[src/rtl/register_datagram_engine_core_assert.svh]
// ----------------------------------------------------------------------------
// Register datagram engine assertion macros
// Shared property forms, clocked on clk and disabled during rst.
// ----------------------------------------------------------------------------
`ifndef REGISTER_DATAGRAM_ENGINE_CORE_ASSERT_SVH
`define REGISTER_DATAGRAM_ENGINE_CORE_ASSERT_SVH

// Consequent must hold in the same cycle as the antecedent.
`define RDE_ASSERT_IMPLIES(label, ante, cons) \
  label: assert property (@(posedge clk) disable iff (rst) (ante) |-> (cons)) \
    else $error("register datagram engine: same-cycle check failed");

// Consequent must hold in the cycle after the antecedent.
`define RDE_ASSERT_NEXT(label, ante, cons) \
  label: assert property (@(posedge clk) disable iff (rst) (ante) |=> (cons)) \
    else $error("register datagram engine: next-cycle check failed");

`endif

[src/rtl/rde_pkg.sv]
// ----------------------------------------------------------------------------
// Register datagram engine package
// Shared constants, command and status types, and the CRC-8 byte update.
// ----------------------------------------------------------------------------
package rde_pkg;

  localparam logic [7:0] SYNC_BYTE  = 8'h05;
  localparam logic [7:0] CRC_POLY   = 8'h07;
  localparam logic [7:0] REG_MASK   = 8'h7F;
  localparam logic [7:0] WRITE_FLAG = 8'h80;

  localparam int FRAME_BYTES        = 8;
  localparam int READ_FRAME_BYTES   = 4;
  localparam int REPLY_BUFFER_BYTES = 32;
  localparam int QUEUE_DEPTH        = 2;

  localparam int IDX_W  = $clog2(FRAME_BYTES);
  localparam int SEEN_W = $clog2(REPLY_BUFFER_BYTES + 1);
  localparam int ECHO_W = $clog2(FRAME_BYTES + 1);
  localparam int PTR_W  = (QUEUE_DEPTH > 1) ? $clog2(QUEUE_DEPTH) : 1;
  localparam int CNT_W  = $clog2(QUEUE_DEPTH + 1);

  // Input action codes.
  localparam logic [1:0] ACT_READ  = 2'd0;
  localparam logic [1:0] ACT_WRITE = 2'd1;
  localparam logic [1:0] ACT_RX    = 2'd2;
  localparam logic [1:0] ACT_CLOSE = 2'd3;

  // Result kind codes.
  localparam logic [1:0] KIND_TX      = 2'd0;
  localparam logic [1:0] KIND_OK      = 2'd1;
  localparam logic [1:0] KIND_TIMEOUT = 2'd2;
  localparam logic [1:0] KIND_INVALID = 2'd3;

  typedef enum logic [1:0] {
    CMD_READ,
    CMD_WRITE,
    CMD_RX,
    CMD_CLOSE
  } cmd_op_t;

  typedef struct packed {
    cmd_op_t     op;
    logic [7:0]  addr;
    logic [7:0]  reg_byte;
    logic [31:0] value;
    logic [7:0]  rx;
  } cmd_t;

  typedef struct packed {
    logic [CNT_W-1:0] count;
    logic             full;
    logic             empty;
  } fifo_status_t;

  typedef struct packed {
    logic idle;
    logic pop;
    logic emit;
    logic emit_last;
  } bk_status_t;

  typedef enum logic [1:0] {
    BK_IDLE,
    BK_SEND,
    BK_CHECK
  } bk_state_t;

  // CRC-8, polynomial 0x07, one byte taken LSB first.
  function automatic logic [7:0] crc8_byte(input logic [7:0] crc_in, input logic [7:0] data);
    logic [7:0] c;
    c = crc_in;
    for (int b = 0; b < 8; b++) begin
      if (c[7] ^ data[b]) begin
        c = {c[6:0], 1'b0} ^ CRC_POLY;
      end else begin
        c = {c[6:0], 1'b0};
      end
    end
    return c;
  endfunction

endpackage

[src/rtl/rde_front.sv]
// ----------------------------------------------------------------------------
// Register datagram engine front end
// Accepts input beats, classifies the action and holds one command for the queue.
// ----------------------------------------------------------------------------
module rde_front import rde_pkg::*; (
  input  logic         clk,
  input  logic         rst,
  input  logic         in_valid,
  output logic         in_stall,
  input  logic [1:0]   action,
  input  logic [7:0]   node_address,
  input  logic [6:0]   register_index,
  input  logic [31:0]  write_value,
  input  logic [7:0]   rx_byte,
  input  fifo_status_t fifo_stat,
  output logic         push,
  output cmd_t         cmd
);

  logic hold_valid;
  cmd_t cmd_q;
  cmd_t cmd_next;
  logic accept;

  assign in_stall = hold_valid && fifo_stat.full;
  assign push     = hold_valid && !fifo_stat.full;
  assign accept   = in_valid && !in_stall;
  assign cmd      = cmd_q;

  always_comb begin
    cmd_next.addr     = node_address;
    cmd_next.reg_byte = {1'b0, register_index};
    cmd_next.value    = write_value;
    cmd_next.rx       = rx_byte;
    cmd_next.op       = CMD_CLOSE;
    unique case (action)
      ACT_READ: begin
        cmd_next.op = CMD_READ;
      end
      ACT_WRITE: begin
        cmd_next.op       = CMD_WRITE;
        cmd_next.reg_byte = {1'b0, register_index} | WRITE_FLAG;
      end
      ACT_RX: begin
        cmd_next.op = CMD_RX;
      end
      ACT_CLOSE: begin
        cmd_next.op = CMD_CLOSE;
      end
    endcase
  end

  always_ff @(posedge clk) begin
    if (rst) begin
      hold_valid <= 1'b0;
    end else if (accept) begin
      hold_valid <= 1'b1;
    end else if (push) begin
      hold_valid <= 1'b0;
    end
  end

  always_ff @(posedge clk) begin
    if (accept) begin
      cmd_q <= cmd_next;
    end
  end

endmodule

[src/rtl/rde_cmd_fifo.sv]
// ----------------------------------------------------------------------------
// Register datagram engine command queue
// Short first-in first-out queue between the front end and the back end.
// ----------------------------------------------------------------------------
module rde_cmd_fifo import rde_pkg::*; (
  input  logic         clk,
  input  logic         rst,
  input  logic         push,
  input  cmd_t         push_cmd,
  input  logic         pop,
  output cmd_t         head,
  output fifo_status_t stat
);

  cmd_t             entries [QUEUE_DEPTH];
  logic [PTR_W-1:0] wr_ptr;
  logic [PTR_W-1:0] rd_ptr;
  logic [CNT_W-1:0] count;
  logic             do_push;
  logic             do_pop;

  assign stat.count = count;
  assign stat.full  = (count == CNT_W'(QUEUE_DEPTH));
  assign stat.empty = (count == '0);
  assign do_push    = push && !stat.full;
  assign do_pop     = pop && !stat.empty;
  assign head       = entries[rd_ptr];

  function automatic logic [PTR_W-1:0] ptr_inc(input logic [PTR_W-1:0] p);
    if (p == PTR_W'(QUEUE_DEPTH - 1)) begin
      return '0;
    end
    return p + 1'b1;
  endfunction

  always_ff @(posedge clk) begin
    if (rst) begin
      wr_ptr <= '0;
      rd_ptr <= '0;
      count  <= '0;
    end else begin
      if (do_push) begin
        wr_ptr <= ptr_inc(wr_ptr);
      end
      if (do_pop) begin
        rd_ptr <= ptr_inc(rd_ptr);
      end
      if (do_push && !do_pop) begin
        count <= count + 1'b1;
      end else if (do_pop && !do_push) begin
        count <= count - 1'b1;
      end
    end
  end

  always_ff @(posedge clk) begin
    if (do_push) begin
      entries[wr_ptr] <= push_cmd;
    end
  end

endmodule

[src/rtl/rde_back.sv]
// ----------------------------------------------------------------------------
// Register datagram engine back end
// Sends request datagrams, filters echo and reply bytes, and reports results.
// ----------------------------------------------------------------------------
module rde_back import rde_pkg::*; (
  input  logic        clk,
  input  logic        rst,
  input  logic        head_valid,
  input  cmd_t        head,
  output bk_status_t  stat,
  output logic        out_valid,
  input  logic        out_stall,
  output logic [1:0]  kind,
  output logic [7:0]  tx_byte,
  output logic        last,
  output logic [31:0] reply_value
);

  bk_state_t         state;
  bk_state_t         state_next;
  logic [IDX_W-1:0]  idx;
  logic [IDX_W-1:0]  idx_next;
  logic [7:0]        crc;
  logic [7:0]        crc_next;
  logic              is_write;
  logic              is_write_next;
  logic [7:0]        f_addr;
  logic [7:0]        f_addr_next;
  logic [7:0]        f_reg;
  logic [7:0]        f_reg_next;
  logic [31:0]       f_value;
  logic [31:0]       f_value_next;
  logic [7:0]        window      [FRAME_BYTES];
  logic [7:0]        window_next [FRAME_BYTES];
  logic [SEEN_W-1:0] bytes_seen;
  logic [SEEN_W-1:0] bytes_seen_next;
  logic [ECHO_W-1:0] echo_left;
  logic [ECHO_W-1:0] echo_left_next;
  logic              awaiting;
  logic              awaiting_next;
  logic [6:0]        exp_reg;
  logic [6:0]        exp_reg_next;

  logic              can_emit;
  logic              pop;
  logic              emit;
  logic [1:0]        emit_kind;
  logic [7:0]        emit_byte;
  logic              emit_last;
  logic [31:0]       emit_value;

  logic              rx_take;
  logic              candidate;
  logic [SEEN_W-1:0] seen_inc;
  logic [7:0]        send_data;
  logic              send_is_crc;
  logic [7:0]        send_byte;
  logic [7:0]        check_crc;
  logic              check_done;

  assign can_emit = !out_valid || !out_stall;
  assign pop      = (state == BK_IDLE) && head_valid && can_emit;

  assign seen_inc = bytes_seen + 1'b1;
  assign rx_take  = (echo_left == '0) && awaiting &&
                    (bytes_seen < SEEN_W'(REPLY_BUFFER_BYTES));
  // The shifted window starts at the current second byte; only such windows
  // with the right sync and register go on to the CRC check.
  assign candidate = (seen_inc >= SEEN_W'(FRAME_BYTES)) && (window[1] == SYNC_BYTE) &&
                     ((window[3] & REG_MASK) == {1'b0, exp_reg});

  always_comb begin
    case (idx)
      3'd0:    send_data = SYNC_BYTE;
      3'd1:    send_data = f_addr;
      3'd2:    send_data = f_reg;
      3'd3:    send_data = f_value[31:24];
      3'd4:    send_data = f_value[23:16];
      3'd5:    send_data = f_value[15:8];
      3'd6:    send_data = f_value[7:0];
      default: send_data = crc;
    endcase
  end

  assign send_is_crc = is_write ? (idx == IDX_W'(FRAME_BYTES - 1))
                                : (idx == IDX_W'(READ_FRAME_BYTES - 1));
  assign send_byte   = send_is_crc ? crc : send_data;
  assign check_crc   = crc8_byte(crc, window[idx]);
  assign check_done  = (idx == IDX_W'(FRAME_BYTES - 2));

  // Next state.
  always_comb begin
    state_next = state;
    unique case (state)
      BK_IDLE: begin
        if (pop) begin
          unique case (head.op) inside
            CMD_READ, CMD_WRITE: state_next = BK_SEND;
            CMD_RX: begin
              if (rx_take && candidate) begin
                state_next = BK_CHECK;
              end
            end
            CMD_CLOSE: state_next = BK_IDLE;
          endcase
        end
      end
      BK_SEND: begin
        if (can_emit && send_is_crc) begin
          state_next = BK_IDLE;
        end
      end
      BK_CHECK: begin
        if (check_done && can_emit) begin
          state_next = BK_IDLE;
        end
      end
      default: state_next = BK_IDLE;
    endcase
  end

  // Datapath and result beats.
  always_comb begin
    idx_next        = idx;
    crc_next        = crc;
    is_write_next   = is_write;
    f_addr_next     = f_addr;
    f_reg_next      = f_reg;
    f_value_next    = f_value;
    bytes_seen_next = bytes_seen;
    echo_left_next  = echo_left;
    awaiting_next   = awaiting;
    exp_reg_next    = exp_reg;
    for (int i = 0; i < FRAME_BYTES; i++) begin
      window_next[i] = window[i];
    end
    emit       = 1'b0;
    emit_kind  = KIND_TX;
    emit_byte  = '0;
    emit_last  = 1'b0;
    emit_value = '0;

    unique case (state)
      BK_IDLE: begin
        if (pop) begin
          unique case (head.op)
            CMD_READ: begin
              is_write_next   = 1'b0;
              f_addr_next     = head.addr;
              f_reg_next      = head.reg_byte;
              idx_next        = '0;
              crc_next        = '0;
              bytes_seen_next = '0;
              echo_left_next  = ECHO_W'(READ_FRAME_BYTES);
              awaiting_next   = 1'b1;
              exp_reg_next    = head.reg_byte[6:0];
              for (int i = 0; i < FRAME_BYTES; i++) begin
                window_next[i] = '0;
              end
            end
            CMD_WRITE: begin
              is_write_next  = 1'b1;
              f_addr_next    = head.addr;
              f_reg_next     = head.reg_byte;
              f_value_next   = head.value;
              idx_next       = '0;
              crc_next       = '0;
              echo_left_next = ECHO_W'(FRAME_BYTES);
              awaiting_next  = 1'b0;
            end
            CMD_RX: begin
              if (echo_left != '0) begin
                echo_left_next = echo_left - 1'b1;
              end else if (rx_take) begin
                for (int i = 0; i < FRAME_BYTES - 1; i++) begin
                  window_next[i] = window[i + 1];
                end
                window_next[FRAME_BYTES - 1] = head.rx;
                bytes_seen_next = seen_inc;
                idx_next        = '0;
                crc_next        = '0;
              end
            end
            CMD_CLOSE: begin
              echo_left_next = '0;
              if (awaiting) begin
                awaiting_next = 1'b0;
                emit          = 1'b1;
                emit_kind     = (bytes_seen < SEEN_W'(FRAME_BYTES)) ? KIND_TIMEOUT
                                                                     : KIND_INVALID;
              end
            end
          endcase
        end
      end
      BK_SEND: begin
        if (can_emit) begin
          emit      = 1'b1;
          emit_kind = KIND_TX;
          emit_byte = send_byte;
          emit_last = send_is_crc;
          crc_next  = crc8_byte(crc, send_byte);
          idx_next  = idx + 1'b1;
        end
      end
      BK_CHECK: begin
        if (!check_done) begin
          crc_next = check_crc;
          idx_next = idx + 1'b1;
        end else if (can_emit && (check_crc == window[FRAME_BYTES - 1])) begin
          awaiting_next = 1'b0;
          emit          = 1'b1;
          emit_kind     = KIND_OK;
          emit_value    = {window[3], window[4], window[5], window[6]};
        end
      end
      default: ;
    endcase
  end

  always_ff @(posedge clk) begin
    if (rst) begin
      state      <= BK_IDLE;
      bytes_seen <= '0;
      echo_left  <= '0;
      awaiting   <= 1'b0;
      exp_reg    <= '0;
      for (int i = 0; i < FRAME_BYTES; i++) begin
        window[i] <= '0;
      end
    end else begin
      state      <= state_next;
      bytes_seen <= bytes_seen_next;
      echo_left  <= echo_left_next;
      awaiting   <= awaiting_next;
      exp_reg    <= exp_reg_next;
      for (int i = 0; i < FRAME_BYTES; i++) begin
        window[i] <= window_next[i];
      end
    end
  end

  always_ff @(posedge clk) begin
    idx      <= idx_next;
    crc      <= crc_next;
    is_write <= is_write_next;
    f_addr   <= f_addr_next;
    f_reg    <= f_reg_next;
    f_value  <= f_value_next;
  end

  // Output register: a finished beat waits here, and the back end holds
  // until it leaves.
  always_ff @(posedge clk) begin
    if (rst) begin
      out_valid <= 1'b0;
    end else if (emit) begin
      out_valid <= 1'b1;
    end else if (!out_stall) begin
      out_valid <= 1'b0;
    end
  end

  always_ff @(posedge clk) begin
    if (emit) begin
      kind        <= emit_kind;
      tx_byte     <= emit_byte;
      last        <= emit_last;
      reply_value <= emit_value;
    end
  end

  assign stat.idle      = (state == BK_IDLE);
  assign stat.pop       = pop;
  assign stat.emit      = emit;
  assign stat.emit_last = emit_last;

endmodule

[src/rtl/register_datagram_engine_core.sv]
// ----------------------------------------------------------------------------
// Register datagram engine core
// Builds single-wire register bus request datagrams and decodes read replies.
// ----------------------------------------------------------------------------
// Input beats pass a one-entry front register and a two-entry command queue
// before the back end carries them out, so the input side keeps taking beats
// while a datagram is still going out. A read request produces four transmit
// beats and a write request eight, one per cycle while the output is free; the
// CRC-8 is folded in byte by byte as the datagram is sent. When a received
// byte's window has the right sync and register, the back end walks the seven
// frame bytes through the CRC, one byte a cycle. With the back end idle and the
// output free, the first result of an accepted beat passes the front register,
// the queue and the output register; a request also passes the send state.
`include "register_datagram_engine_core_assert.svh"

module register_datagram_engine_core import rde_pkg::*; (
  input  logic        clk,
  input  logic        rst,
  input  logic        in_valid,
  output logic        in_stall,
  input  logic [1:0]  action,
  input  logic [7:0]  node_address,
  input  logic [6:0]  register_index,
  input  logic [31:0] write_value,
  input  logic [7:0]  rx_byte,
  output logic        out_valid,
  input  logic        out_stall,
  output logic [1:0]  kind,
  output logic [7:0]  tx_byte,
  output logic        last,
  output logic [31:0] reply_value
);

  fifo_status_t fifo_stat;
  bk_status_t   bk_stat;
  logic         push;
  cmd_t         front_cmd;
  cmd_t         head;

  rde_front u_front (
    .clk            (clk),
    .rst            (rst),
    .in_valid       (in_valid),
    .in_stall       (in_stall),
    .action         (action),
    .node_address   (node_address),
    .register_index (register_index),
    .write_value    (write_value),
    .rx_byte        (rx_byte),
    .fifo_stat      (fifo_stat),
    .push           (push),
    .cmd            (front_cmd)
  );

  rde_cmd_fifo u_fifo (
    .clk      (clk),
    .rst      (rst),
    .push     (push),
    .push_cmd (front_cmd),
    .pop      (bk_stat.pop),
    .head     (head),
    .stat     (fifo_stat)
  );

  rde_back u_back (
    .clk         (clk),
    .rst         (rst),
    .head_valid  (!fifo_stat.empty),
    .head        (head),
    .stat        (bk_stat),
    .out_valid   (out_valid),
    .out_stall   (out_stall),
    .kind        (kind),
    .tx_byte     (tx_byte),
    .last        (last),
    .reply_value (reply_value)
  );

  // An accepted beat is either handed to the queue or held in the front stage.
  `RDE_ASSERT_NEXT(a_accept_kept, in_valid && !in_stall, push || in_stall)
  // The final byte of a datagram returns the back end to idle.
  `RDE_ASSERT_NEXT(a_last_to_idle, bk_stat.emit && bk_stat.emit_last, bk_stat.idle)
  // The back end never takes a command from an empty queue.
  `RDE_ASSERT_IMPLIES(a_no_pop_empty, fifo_stat.empty, !bk_stat.pop)
  // Queue occupancy stays within its depth.
  `RDE_ASSERT_IMPLIES(a_queue_bound, 1'b1, fifo_stat.count <= CNT_W'(QUEUE_DEPTH))

endmodule
[config.mk]
export PLATFORM = sky130hd
export DESIGN_NAME = register_datagram_engine_core
export DESIGN_NICKNAME = d
export VERILOG_FILES = /design/src/rtl/rde_pkg.sv /design/src/rtl/rde_front.sv /design/src/rtl/rde_cmd_fifo.sv /design/src/rtl/rde_back.sv /design/src/rtl/register_datagram_engine_core.sv
export VERILOG_INCLUDE_DIRS = /design/src /design/src/rtl
export SDC_FILE = /design/constraint.sdc
export NUM_CORES = 1
export LEC_CHECK = 0
export BUFFER_PORTS_ARGS = -buffer_cell sky130_fd_sc_hd__buf_2
export CORE_ASPECT_RATIO = 1.2
export CORE_UTILIZATION = 60
export DETAILED_ROUTE_END_ITERATION = 7
export PLACE_DENSITY = 0.79
export SETUP_SLACK_MARGIN = 0.2
export SLEW_MARGIN = 25
export SYNTH_ARGS = -nofsm -noshare
export SYNTH_HDL_FRONTEND = slang
export SYNTH_HIERARCHICAL = 1
export SYNTH_SLANG_ARGS = --single-unit
[constraint.sdc]
create_clock -name clk -period 6.65 [get_ports clk]
set_input_delay 0.3325 -clock clk [delete_from_list [all_inputs] [get_ports clk]]
set_output_delay 0.3325 -clock clk [all_outputs]
set_load 0.005 [all_outputs]
After elaboration in Yosys (flattened, before gate mapping)
Memory sizes are Yosys's and may differ from the RTL's. A register that Yosys moved wholly into a read port is not among the register bits.
Index checks and enable logic that the tools add are counted.
- bits in read-only memories: 0
- bits of input ports: 61
- flip-flop bits (word level): 187
- memories kept: 2
- logic and storage cells: 285
- output and inout port bits: 45
- RAM bits: 180
- bits in latches: 0
- reductions and logical operators: 52
- shifts and indexed selects: 0
- $add $sub $neg: 7
- div/mod/pow operators: 0
- multiply operators: 0
- mux-type cells: 117
- $lt $le $gt $ge: 3
- bitwise operators: 39
- equality and inequality tests: 40
- memories (name ; depth ; width ; read ports ; clocked after memory_dff ; wr ports ; line ; RTL):
    u_fifo.entries ; 2 ; 58 ; 1 ; 1 ; 1 ; rde_cmd_fifo.sv:15 ; cmd_t entries [QUEUE_DEPTH];
    u_back.window ; 8 ; 8 ; 8 ; 1 ; 8 ; rde_back.sv:33 ; logic [7:0] window [FRAME_BYTES];
- operator list (cell ; number):
    $mux W64 ; 4
    $mux W8 ; 29
    $pmux W64 S2 ; 1
    $mux W3 ; 22
    $pmux W8 S7 ; 1
    $not A3 Y3 ; 15
    $mux W1 ; 33
    $pmux W8 S3 ; 1
    $mux W2 ; 10
    $reduce_and A3 Y1 ; 6
    $logic_and A1 B1 Y1 ; 17
    $ne A2 B1 Y1 const B ; 8
    $pmux W4 S4 ; 1
    $pmux W8 S2 ; 1
    $xor A1 B1 Y1 ; 16
    $eq A2 B2 Y1 const B ; 6
    $eq A3 B3 Y1 const B ; 4
    $mux W6 ; 2
    $pmux W2 S3 ; 2
    $pmux W6 S2 ; 1
    $reduce_and A5 Y1 ; 2
    $reduce_bool A2 Y1 ; 5
    $ne A3 B2 Y1 const B ; 3
    $pmux W3 S3 ; 1
    other kinds (39) ; 67

Logic depth before layout (Yosys ltp)
- depth in word-level cells: 35
- mapped depth: 14
- depth with buffers taken out: 10

Modules after synthesis
The synthesis kept the hierarchy.
- by module, submodules not included (module ; area each (um2) ; seq. area each (um2) ; cells each ; instances):
    rde_back ; 8609.5 ; 4934.7 ; 685 ; 1
    rde_cmd_fifo ; 4399.2 ; 3583.4 ; 205 ; 1
    rde_front ; 1810.5 ; 1761.7 ; 67 ; 1
    register_datagram_engine_core ; 3.8 ; 0.0 ; 1 ; 1

Worst setup path before layout
No wires, ideal clock.
- path type: register to register
- start point: register with a tool-made name
- end point: register u_back.kind[0] (enable)
- buffers on the path: 1
- setup time: 0.471 ns
- arrival time: 4.894 ns
- stages on the path, launching flop included: 10
- slack: 1.285 ns
- data required time: 6.179 ns
- period minus slack after synthesis: 5.365 ns
- path through: dfxtp_1 buf_4 mux2i_1 mux4_2 xor2_1 xnor3_1 xnor3_1 o211ai_1 or4_1 a31oi_1
- RTL lines (element ; line ; RTL):
    to (signal assigned) ; rde_back.sv:266 ; kind <= emit_kind;
    to (decl) ; rde_back.sv:13 ; output logic [1:0] kind,

==> metrics <==
antenna violations before repair 0; R2R setup slack 1.97 ns; Total GRT Usage 0.2502; max_cap viols 0; die height 174.1 µm; Synth warnings 6; Finished Cell Area 0.01735 mm²; Mapped Area 0.01481 mm²; dpl cells 1344; RSZ-0062 raised after global routing false; global route total overflow 0; vias per inst 5.752; cts repair resizes 0; vias in the first global route 8653; Post-DRT Antenna Nets 0; leakage 6.291 nW; area added between synthesis and finish 17.15%; Worst-path clk slew 0.07 ns; Final Non-Filler Cells 1465; maximum clock path buffer count 3; final worst-path cycle share 0.7031; cts bufs inserted 35; CTS tree done; cts hold-fix bufs 55; # IOs 106; clk sink count 371; FILL cells 1557; syn_nets 1031; placed cell area 0.01564 mm²; largest net degree at the start of global routing 67; Largest register FFs 116; Post-CTS Setup Bufs 0; Initial DRC Count 471; Hold WC Path Type input pin to register; share of cells above drive strength 1 0.2245; Nets 1193; Syn Area/Cell 15.49 µm²; Max rail drop VDD 0.3381 mV; hpwl dp 19090 µm; num rows 62; Max Fclk 213.9 MHz; htree depth 2; Largest Register u_fifo/entries; DRC 0; clock skew 0.02893 ns; Setup TNS 0 ns; routed length per instance 21.15 µm; measured slew at the worst slew-check pin 1.017 ns; total length of routed wires 30980 µm; ant diodes 0; crit path DAT 4.87 ns; vias 8426; PnR worst setup slack 1.974 ns; port bufs 105; Place WS 1.678 ns; clock latency on the worst-skew pair 0.53 ns; Fin. Hold Viols 0; status finished, final reports clean; Crit. End Element register; Worst Setup Start Kind register; Root Buffer clkbuf_16; initial core utilization 0.6158; placeable core area 0.02405 mm²; die footprint 0.02531 mm²; WS Path Type register to register; power after layout 7.856 mW; Worst EP required 6.85 ns; min Tclk post-route 4.676 ns; Final Max Tran Viols 0; headroom to the max-slew limit 0.3211; number of cells produced by synthesis 956; DIE WIDTH 145.4 µm; GPL Wtd Cong 0.8742; Pre-antenna DRT Iters 5; count of final setup violators 0; pwr dens 452.9 mW/mm²; first-pass GRT wire length 47820 µm; Critical Path Fanout Max 19
[final cells by class]
class	instances	area, µm²	share of cell area
Timing Repair Buffer	177	1226	0.07068
Sequential cell	371	10280	0.5926
Tap cell	320	400.4	0.02308
Inverter	17	63.81	0.003678
Clock inverter	20	181.4	0.01046
Clock buffer	44	940.9	0.05424
Multi-Input combinational cell	516	4254	0.2452
[final timing paths]
check	startpoint	to	cells after the start
setup / recovery	register	u_back/reply_value[6]	10
hold / removal	rx_byte[1]	u_front/cmd[1]	1
setup reg to reg	register	u_back/reply_value[6]	10
hold reg to reg	u_front/cmd[8]	u_fifo/entries[1][8]	0
[metrics by stage]
stage / hold slack, ns / utilization
2_1_floorplan: 0.4016 / -
3_3_place_gp: 0.4224 / 0.6503
3_5_place_dp: 0.4304 / 0.6503
4_1_cts: 0.007645 / 0.7198
5_1_grt: 0.03107 / 0.7214
6_report: 0.04626 / 0.7214
[power breakdown]
group          internal, mW  switching (mW)  total (mW)  leakage, nW
combinational          1.22            1.52        2.73         2.38
sequential             2.94           0.220        3.17         3.36
clock                  1.10           0.858        1.96        0.547
total                  5.26            2.60        7.86         6.29
[critical path: stages (launching register included)]
cell,delay (ns)
dfxtp_1,0.99
buf_4,0.32
mux2_1,0.33
o22ai_1,0.19
a221oi_2,0.09
xnor3_1,0.42
xnor3_1,0.22
o211ai_1,0.20
or4_1,0.63
a31oi_4,0.61
buf_4,0.35
[cell usage in the layout, fill, tap and decap left out, drive strengths merged, types with 4 or more instances in the layout]
| cell type | n |
|---|---|
| edfxtp | 285 |
| buf | 121 |
| dfxtp | 86 |
| mux2 | 68 |
| a22o | 61 |
| dlygate4sd3 | 56 |
| and2 | 49 |
| clkbuf | 44 |
| mux2i | 38 |
| xnor2 | 28 |
| xor2 | 28 |
| nor2 | 28 |
| nor2b | 27 |
| nand2 | 22 |
| a21oi | 21 |
| inv | 20 |
| o21ai | 18 |
| a22oi | 15 |
| ha | 14 |
| clkinv | 12 |
| a31oi | 10 |
| nor3 | 8 |
| a221oi | 8 |
| nand3 | 5 |
| or3 | 5 |
| xnor3 | 5 |
| o211ai | 4 |
| and3 | 4 |
| a222oi | 4 |
[metal layers]
metal,vias to the layer above,track usage,routed length [µm],share of wire
li1,3952,-,-,-
met1,4090,0.2881,11820,0.38
met2,295,0.4557,16440,0.53
met3,89,0.03596,1231,0.040
met4,0,0.1241,1491,0.048
met5,-,0,0,0
No activity file was read; power rests on OpenSTA's default activity.
